[src/fbtc_pkg.sv]
// ----------------------------------------------------------------------------
// fbtc_pkg
// Types and codes shared by the framebuffer texture cache modules.
// ----------------------------------------------------------------------------
package fbtc_pkg;

    typedef struct packed {
        logic [31:0] start;
        logic [31:0] texture;
        logic        tiled;
        logic [31:0] size;
    } entry_t;

    localparam int ENTRY_W = $bits(entry_t);
    localparam int SLOT_W  = 3;

    typedef struct packed {
        logic [31:0] start;
        logic        tiled;
        logic [31:0] size;
        logic [31:0] texture;
    } req_t;

    typedef struct packed {
        logic exact;
        logic mismatch;
    } cmp_t;

    typedef enum logic [1:0] {
        STATUS_UNCHANGED = 2'd0,
        STATUS_HIT       = 2'd1,
        STATUS_MISS      = 2'd2,
        STATUS_NO_BUFFER = 2'd3
    } status_t;

    typedef enum logic [1:0] {
        ST_IDLE,
        ST_PASS,
        ST_FINISH,
        ST_EMIT
    } state_t;

endpackage

[src/framebuffer_texture_cache.sv]
// ----------------------------------------------------------------------------
// framebuffer_texture_cache
// Maps displayed framebuffer start addresses to texture handles, replacing
// the oldest entry by age on a miss, or entry 0 after flushing a stale table.
// ----------------------------------------------------------------------------
// One request is handled at a time. A request with no buffer, or with an
// unchanged start address, goes straight to the emit state. A changed
// address makes a pass: the entry memory is read one entry per cycle
// through its single read port while each entry is compared until a hit or
// a mismatch and each valid entry is aged and written back, then the finish
// state writes the replaced entry on a miss and the emit state loads the
// result register. A result waiting on m_ready delays the end of the next
// request. Reset leaves every entry empty at once through per-entry valid
// bits; no clearing pass is needed, and a stale-table flush clears them too.
// ----------------------------------------------------------------------------
module framebuffer_texture_cache #(
    parameter int ENTRIES  = 8,
    parameter int AGE_BITS = 16
) (
    input  logic        aclk,
    input  logic        aresetn,

    input  logic        s_valid,
    output logic        s_ready,
    input  logic        s_buffer_present,
    input  logic [31:0] s_fb_start,
    input  logic        s_fb_tiled,
    input  logic [31:0] s_fb_size,
    input  logic [31:0] s_new_texture_id,

    output logic        m_valid,
    input  logic        m_ready,
    output logic [1:0]  m_status,
    output logic [2:0]  m_slot,
    output logic [31:0] m_texture_id,
    output logic [31:0] m_fb_addr
);

    localparam int IDX_W = (ENTRIES > 1) ? $clog2(ENTRIES) : 1;
    localparam int WORD_W = AGE_BITS + fbtc_pkg::ENTRY_W;
    localparam logic [IDX_W-1:0] LAST_IDX = IDX_W'(ENTRIES - 1);

    fbtc_pkg::state_t    state_reg, state_next;
    fbtc_pkg::req_t      req_reg, req_next;
    logic [IDX_W-1:0]    idx_reg, idx_next;
    logic [ENTRIES-1:0]  valid_reg, valid_next;
    logic                def_tiled_reg, def_tiled_next;
    logic [31:0]         def_size_reg, def_size_next;
    logic [31:0]         cur_addr_reg, cur_addr_next;
    logic [31:0]         cur_tex_reg, cur_tex_next;
    logic                table_valid_reg, table_valid_next;
    logic                scanning_reg, scanning_next;
    logic                hit_reg, hit_next;
    logic [IDX_W-1:0]    hit_idx_reg, hit_idx_next;
    logic [31:0]         hit_tex_reg, hit_tex_next;
    logic [AGE_BITS-1:0] best_age_reg, best_age_next;
    logic [IDX_W-1:0]    pick_reg, pick_next;
    fbtc_pkg::status_t   res_status_reg, res_status_next;
    logic [IDX_W-1:0]    res_slot_reg, res_slot_next;
    logic                m_valid_reg, m_valid_next;
    logic [1:0]          m_status_reg, m_status_next;
    logic [2:0]          m_slot_reg, m_slot_next;
    logic [31:0]         m_tex_reg, m_tex_next;
    logic [31:0]         m_addr_reg, m_addr_next;

    logic                ram_wr_en;
    logic [IDX_W-1:0]    ram_wr_addr;
    logic [WORD_W-1:0]   ram_wr_data;
    logic                ram_rd_en;
    logic [IDX_W-1:0]    ram_rd_addr;
    logic [WORD_W-1:0]   ram_rd_data;

    fbtc_pkg::cmp_t      cmp;
    fbtc_pkg::entry_t    entry;
    fbtc_pkg::entry_t    fill_entry;
    logic [AGE_BITS-1:0] age_inc;
    logic [WORD_W-1:0]   aged_word;
    logic                zero_age;
    logic [IDX_W-1:0]    fill_idx;

    fbtc_ram #(
        .WIDTH (WORD_W),
        .DEPTH (ENTRIES)
    ) u_ram (
        .aclk    (aclk),
        .wr_en   (ram_wr_en),
        .wr_addr (ram_wr_addr),
        .wr_data (ram_wr_data),
        .rd_en   (ram_rd_en),
        .rd_addr (ram_rd_addr),
        .rd_data (ram_rd_data)
    );

    fbtc_entry_eval #(
        .AGE_BITS (AGE_BITS)
    ) u_eval (
        .rd_word   (ram_rd_data),
        .rd_valid  (valid_reg[idx_reg]),
        .def_tiled (def_tiled_reg),
        .def_size  (def_size_reg),
        .req       (req_reg),
        .zero_age  (zero_age),
        .cmp       (cmp),
        .entry     (entry),
        .age_next  (age_inc),
        .wr_word   (aged_word)
    );

    assign zero_age = scanning_reg && cmp.exact;
    assign fill_idx = table_valid_reg ? pick_reg : '0;

    always_comb begin
        fill_entry.start   = req_reg.start;
        fill_entry.texture = req_reg.texture;
        fill_entry.tiled   = req_reg.tiled;
        fill_entry.size    = req_reg.size;
    end

    always_ff @(posedge aclk) begin
        if (!aresetn) begin
            state_reg       <= fbtc_pkg::ST_IDLE;
            valid_reg       <= '0;
            def_tiled_reg   <= 1'b0;
            def_size_reg    <= '0;
            cur_addr_reg    <= '0;
            cur_tex_reg     <= '0;
            table_valid_reg <= 1'b0;
            scanning_reg    <= 1'b0;
            hit_reg         <= 1'b0;
            m_valid_reg     <= 1'b0;
        end else begin
            state_reg       <= state_next;
            valid_reg       <= valid_next;
            def_tiled_reg   <= def_tiled_next;
            def_size_reg    <= def_size_next;
            cur_addr_reg    <= cur_addr_next;
            cur_tex_reg     <= cur_tex_next;
            table_valid_reg <= table_valid_next;
            scanning_reg    <= scanning_next;
            hit_reg         <= hit_next;
            m_valid_reg     <= m_valid_next;
        end
        req_reg        <= req_next;
        idx_reg        <= idx_next;
        hit_idx_reg    <= hit_idx_next;
        hit_tex_reg    <= hit_tex_next;
        best_age_reg   <= best_age_next;
        pick_reg       <= pick_next;
        res_status_reg <= res_status_next;
        res_slot_reg   <= res_slot_next;
        m_status_reg   <= m_status_next;
        m_slot_reg     <= m_slot_next;
        m_tex_reg      <= m_tex_next;
        m_addr_reg     <= m_addr_next;
    end

    always_comb begin
        state_next       = state_reg;
        req_next         = req_reg;
        idx_next         = idx_reg;
        valid_next       = valid_reg;
        def_tiled_next   = def_tiled_reg;
        def_size_next    = def_size_reg;
        cur_addr_next    = cur_addr_reg;
        cur_tex_next     = cur_tex_reg;
        table_valid_next = table_valid_reg;
        scanning_next    = scanning_reg;
        hit_next         = hit_reg;
        hit_idx_next     = hit_idx_reg;
        hit_tex_next     = hit_tex_reg;
        best_age_next    = best_age_reg;
        pick_next        = pick_reg;
        res_status_next  = res_status_reg;
        res_slot_next    = res_slot_reg;
        m_valid_next     = m_valid_reg && !m_ready;
        m_status_next    = m_status_reg;
        m_slot_next      = m_slot_reg;
        m_tex_next       = m_tex_reg;
        m_addr_next      = m_addr_reg;
        ram_wr_en        = 1'b0;
        ram_wr_addr      = idx_reg;
        ram_wr_data      = aged_word;
        ram_rd_en        = 1'b0;
        ram_rd_addr      = '0;
        s_ready          = 1'b0;

        unique case (state_reg)
            fbtc_pkg::ST_IDLE: begin
                s_ready = 1'b1;
                if (s_valid) begin
                    req_next.start   = s_fb_start;
                    req_next.tiled   = s_fb_tiled;
                    req_next.size    = s_fb_size;
                    req_next.texture = s_new_texture_id;
                    res_slot_next    = '0;
                    if (!s_buffer_present || s_fb_start == '0) begin
                        cur_addr_next    = '0;
                        table_valid_next = 1'b0;
                        res_status_next  = fbtc_pkg::STATUS_NO_BUFFER;
                        state_next       = fbtc_pkg::ST_EMIT;
                    end else if (s_fb_start == cur_addr_reg) begin
                        res_status_next = fbtc_pkg::STATUS_UNCHANGED;
                        state_next      = fbtc_pkg::ST_EMIT;
                    end else begin
                        ram_rd_en     = 1'b1;
                        idx_next      = '0;
                        scanning_next = 1'b1;
                        hit_next      = 1'b0;
                        state_next    = fbtc_pkg::ST_PASS;
                    end
                end
            end

            fbtc_pkg::ST_PASS: begin
                // read ahead while the current entry is aged and, if valid, written back
                ram_rd_en   = (idx_reg != LAST_IDX);
                ram_rd_addr = idx_reg + 1'b1;
                ram_wr_en   = valid_reg[idx_reg];
                if (scanning_reg) begin
                    if (cmp.exact) begin
                        hit_next      = 1'b1;
                        hit_idx_next  = idx_reg;
                        hit_tex_next  = entry.texture;
                        scanning_next = 1'b0;
                    end else if (cmp.mismatch) begin
                        table_valid_next = 1'b0;
                        scanning_next    = 1'b0;
                    end
                end
                if (idx_reg == '0 || age_inc > best_age_reg) begin
                    best_age_next = age_inc;
                    pick_next     = idx_reg;
                end
                if (idx_reg == LAST_IDX) begin
                    state_next = fbtc_pkg::ST_FINISH;
                end else begin
                    idx_next = idx_reg + 1'b1;
                end
            end

            fbtc_pkg::ST_FINISH: begin
                cur_addr_next = req_reg.start;
                if (hit_reg) begin
                    cur_tex_next    = hit_tex_reg;
                    res_status_next = fbtc_pkg::STATUS_HIT;
                    res_slot_next   = hit_idx_reg;
                end else begin
                    // flush a stale table and fill entry 0, else fill the oldest entry
                    ram_wr_en   = 1'b1;
                    ram_wr_addr = fill_idx;
                    ram_wr_data = {{AGE_BITS{1'b0}}, fill_entry};
                    if (!table_valid_reg) begin
                        valid_next       = '0;
                        def_tiled_next   = req_reg.tiled;
                        def_size_next    = req_reg.size;
                        table_valid_next = 1'b1;
                    end
                    valid_next[fill_idx] = 1'b1;
                    cur_tex_next         = req_reg.texture;
                    res_status_next      = fbtc_pkg::STATUS_MISS;
                    res_slot_next        = fill_idx;
                end
                state_next = fbtc_pkg::ST_EMIT;
            end

            fbtc_pkg::ST_EMIT: begin
                if (!m_valid_reg || m_ready) begin
                    m_valid_next  = 1'b1;
                    m_status_next = res_status_reg;
                    m_slot_next   = fbtc_pkg::SLOT_W'(res_slot_reg);
                    m_tex_next    = cur_tex_reg;
                    m_addr_next   = cur_addr_reg;
                    state_next    = fbtc_pkg::ST_IDLE;
                end
            end

            default: begin
                state_next = fbtc_pkg::ST_IDLE;
            end
        endcase
    end

    assign m_valid      = m_valid_reg;
    assign m_status     = m_status_reg;
    assign m_slot       = m_slot_reg;
    assign m_texture_id = m_tex_reg;
    assign m_fb_addr    = m_addr_reg;

endmodule

[src/fbtc_ram.sv]
// ----------------------------------------------------------------------------
// fbtc_ram
// Simple dual-port RAM: one write port, one read port with registered data.
// ----------------------------------------------------------------------------
module fbtc_ram #(
    parameter int WIDTH = 8,
    parameter int DEPTH = 8
) (
    input  logic                                   aclk,
    input  logic                                   wr_en,
    input  logic [(DEPTH > 1 ? $clog2(DEPTH) : 1)-1:0] wr_addr,
    input  logic [WIDTH-1:0]                       wr_data,
    input  logic                                   rd_en,
    input  logic [(DEPTH > 1 ? $clog2(DEPTH) : 1)-1:0] rd_addr,
    output logic [WIDTH-1:0]                       rd_data
);

    logic [WIDTH-1:0] mem [DEPTH];
    logic [WIDTH-1:0] rd_data_reg;

    always_ff @(posedge aclk) begin
        if (wr_en) begin
            mem[wr_addr] <= wr_data;
        end
        if (rd_en) begin
            rd_data_reg <= mem[rd_addr];
        end
    end

    assign rd_data = rd_data_reg;

endmodule

[src/fbtc_entry_eval.sv]
// ----------------------------------------------------------------------------
// fbtc_entry_eval
// Decode one stored entry, compare it with the request and form its aged
// write-back word.
// ----------------------------------------------------------------------------
module fbtc_entry_eval #(
    parameter int AGE_BITS = 16
) (
    input  logic [AGE_BITS+fbtc_pkg::ENTRY_W-1:0] rd_word,
    input  logic                                  rd_valid,
    input  logic                                  def_tiled,
    input  logic [31:0]                           def_size,
    input  fbtc_pkg::req_t                        req,
    input  logic                                  zero_age,
    output fbtc_pkg::cmp_t                        cmp,
    output fbtc_pkg::entry_t                      entry,
    output logic [AGE_BITS-1:0]                   age_next,
    output logic [AGE_BITS+fbtc_pkg::ENTRY_W-1:0] wr_word
);

    localparam logic [AGE_BITS-1:0] AGE_MAX = {AGE_BITS{1'b1}};

    fbtc_pkg::entry_t    entry_raw;
    logic [AGE_BITS-1:0] age;

    always_comb begin
        entry_raw = rd_word[fbtc_pkg::ENTRY_W-1:0];
        if (rd_valid) begin
            entry = entry_raw;
            age   = rd_word[fbtc_pkg::ENTRY_W +: AGE_BITS];
        end else begin
            entry.start   = '0;
            entry.texture = '0;
            entry.tiled   = def_tiled;
            entry.size    = def_size;
            age           = AGE_MAX;
        end

        cmp.mismatch = (entry.tiled != req.tiled) || (entry.size != req.size);
        cmp.exact    = (entry.start == req.start) && !cmp.mismatch;

        // saturate at all ones
        age_next = (age == AGE_MAX) ? age : age + 1'b1;
        wr_word  = {(zero_age ? {AGE_BITS{1'b0}} : age_next), entry};
    end

endmodule

[config.mk]
export PLATFORM = sky130hd
export DESIGN_NAME = framebuffer_texture_cache
export DESIGN_NICKNAME = d
export VERILOG_FILES = /design/src/fbtc_pkg.sv /design/src/framebuffer_texture_cache.sv /design/src/fbtc_ram.sv /design/src/fbtc_entry_eval.sv
export SDC_FILE = /design/constraint.sdc
export NUM_CORES = 2
export LEC_CHECK = 0
export BUFFER_PORTS_ARGS = -buffer_cell sky130_fd_sc_hd__buf_2
export CORE_MARGIN = 5
export CORE_UTILIZATION = 50
export CTS_CLUSTER_DIAMETER = 120
export DETAILED_ROUTE_END_ITERATION = 7
export HOLD_SLACK_MARGIN = 0.1
export PLACE_DENSITY = 0.66
export SLEW_MARGIN = 20
export SYNTH_ARGS = -nofsm -noshare
export SYNTH_HDL_FRONTEND = slang
export SYNTH_HIERARCHICAL = 1
export SYNTH_SLANG_ARGS = --single-unit
[constraint.sdc]
create_clock -name aclk -period 18.6 [get_ports aclk]
set_clock_uncertainty 0.05 [all_clocks]
set_input_delay 0.93 -clock aclk [delete_from_list [all_inputs] [get_ports aclk]]
set_output_delay 0.93 -clock aclk [all_outputs]
set_load 0.01 [all_outputs]
==> results.ini <==
[routing]
dr_wl_met2_microns=60170
routed_wl_microns=121800
viasPerCell=5.855
drtPass1Iterations=5
vias=27830
dr.first_iter.drc_count=2302
wl_met1_microns=49730
top_layer=met5
wl_met3_microns=8341
wl_per_cell_microns=25.61
drc=0
antenna_left=0

[run_status]
outcome=completed

[grt]
grt_max_degree=80
grt_pass1_vias=29080
grt_pass1_wl_microns=182200
track_usage=0.2083
antenna_found_initial=5
grt_overflow_total=0

[sta]
worstMarginPinSlew_ns=1.162
setup_tns_ns=0
relSlewSlack=0.2253
drv_slew=0
fin_crit_sh=0.3458
rsz0062_at_grt=false
fmax_ghz=0.1555
setup_viol=0
fin_crit_ns=6.432
final-hold-violation-count=0

[job]
max_cap_violations=0

[yosys]
syn_avg_cell_area_sq_um=17.65
synth_edf_count=1245
synthArstFlopShare=0
yosysSeqAreaShare=0.7211
yosysUniqueCellTypes=74
ys_ff_latch=1356
syn-num-nets=3237
ys_warn_count=6
netlist_instances=3111
netlist_area_sq_mm=0.05492
yosys_most_used_dff=edfxtp_1

[min_path]
min-delay-start=s_fb_size[16]
hold_path.class=in2reg
hold_end=fill_entry[16]
worstHoldPathCells=1

[die]
fp.dieW_microns=341.4
top_level_ports=173
dieArea_sq_mm=0.1166
core_area_sq_mm=0.1090
initial_utilization=0.5039
rows=121
die_y_microns=341.4

[power_and_ir_drop]
power_mw=9.061
p_leak_nw=20.45
powerDensity_mw_per_mm2=148.4
ir_drop_mv=0.1231

[placement]
port_buffers=172
post_dp_cell_area_sq_mm=0.05640
dp_hpwl_microns=67180
gp_congestion=0.8112

[cts]
htree_levels=4
cts_hold_buf=0
max-clock-path-buffers=3
cts_root_buf=clkbuf_16
cts_tree=yes
clkTransAtPathRegs_ns=0.06
clock_latency_ns=0.74
ctsResizeCount=0
numClockSinks=1356
numCtsBuffers=137
cts_setup_buffers=0

[final_layout]
largest_reg_flops=904
area.growth.synth_to_final_pct=11.16
drive_gt1_frac=0.2595
layout_common_cells=edfxtp_1, nand2_1, mux4_2
layout.nets=3351
mostFrequentLayoutCell=edfxtp_1
final_cell_area_sq_mm=0.06105

[worst_setup_path]
arrival_ns=6.84
worstPathMaxFanout=57
r2r_slack_ns=12.17
path_class=reg2reg
timing.rr.start=idx_reg[0]
worst_setup_path_end_kind=register
worstPathRequired_ns=19.01
r2r_end=u_ram/mem[3][112]
r2r_cells=13
cp-start-kind=register

cell usage after synthesis (all sizes together) (5+ instances only):
cell / number / area (sq um)
nand3: 47 / 235.2
mux2i: 33 / 330.3
nor2b: 22 / 137.6
buf: 168 / 1335
o22ai: 6 / 37.54
inv: 35 / 131.4
dfxtp: 111 / 2222
a21boi: 69 / 638.1
nand2b: 12 / 75.07
clkbuf: 78 / 302.8
edfxtp: 1245 / 37390
nand4: 21 / 131.4
mux2: 147 / 1959
o31ai: 10 / 75.07
o21ai: 25 / 125.1
nand2: 465 / 1745
nor4: 19 / 125.1
and3: 5 / 31.28
and4: 5 / 45.04
and2: 82 / 513.0
xnor2: 52 / 455.4
nor2: 43 / 161.4
xor2: 32 / 280.3
a22oi: 15 / 112.6
a21oi: 21 / 105.1
nor3: 7 / 35.03
a21o: 6 / 45.04
ha: 24 / 300.3
a31oi: 5 / 31.28
o211a: 32 / 320.3
mux4: 228 / 5135
through the flow:
stage	instances	hold slack, ns	util	setup slack (ns)
after floorplan	3111	0.3503	-	8.605
after global placement	4496	0.3644	0.5173	12.25
after detailed placement	4496	0.3545	0.5174	12.26
after CTS	4747	0.2661	0.5591	12.22
after global routing	4751	0.2799	0.5600	11.92
final	4754	0.3091	0.5601	12.17
metal layers:
layer  track usage  up-vias
li1              -    12110
met1        0.2765    14560
met2        0.3464      951
met3       0.04480      205
met4       0.06950        2
met5             0        -
area by class of cell:
cell class / instances / area (sq um)
flip-flops and latches: 1356 / 39610
repair buffers: 221 / 1304
multi-input cells: 1473 / 13680
clock buffers: 189 / 3891
well taps: 1414 / 1769
clock inverters: 62 / 658.1
fillers: 8207 / 47950
diodes: 3 / 7.507
inverters: 36 / 137.6
how the worst max path moves through the flow:
| stage | endpoint | start | cells after the start |
|---|---|---|---|
| 2_1_floorplan | u_ram/mem[0][0] | state_reg[0] | 8 |
| 3_3_place_gp | u_ram/mem[4][112] | idx_reg[0] | 13 |
| 3_5_place_dp | u_ram/mem[1][112] | idx_reg[0] | 13 |
| 4_1_cts | u_ram/mem[1][112] | idx_reg[0] | 13 |
| 5_1_grt | u_ram/mem[4][112] | idx_reg[0] | 13 |
| 6_report | u_ram/mem[3][112] | idx_reg[0] | 13 |
kinds of logic (layout without fill, tap and decap cells):
logic type                 Yosys count  count (layout)  share of synthesized area
AOI/OAI and AO/OA                  214             214                    0.03132
xor gates and xnor gates            84              84                    0.01340
adders and majority gates           24              24                   0.005467
buffers and inverters              282             508                    0.03228
DFF                               1356            1356                     0.7211
muxes                              408             408                     0.1352
other                                0               3                          0
and+or+nand+nor                    743             743                    0.06121
where the power goes:
part	leakage (nW)	switching (mW)	internal (mW)
clock network	2.24	1.12	1.63
registers	12.3	0.210	4.06
logic	5.87	1.25	0.782
worst max-delay path, stage by stage, from the launching register on:
cell	delay (ns)
edfxtp_1	0.55
mux4_2	0.41
mux2_4	0.47
buf_4	0.77
mux2_2	0.45
xor2_1	0.15
nor4_1	0.55
nand4_1	0.34
or4_4	0.67
and4b_1	0.37
and2_1	0.74
nand2b_1	0.22
o22ai_1	0.10
and2_1	0.26
(Power assumes the default switching activity.)
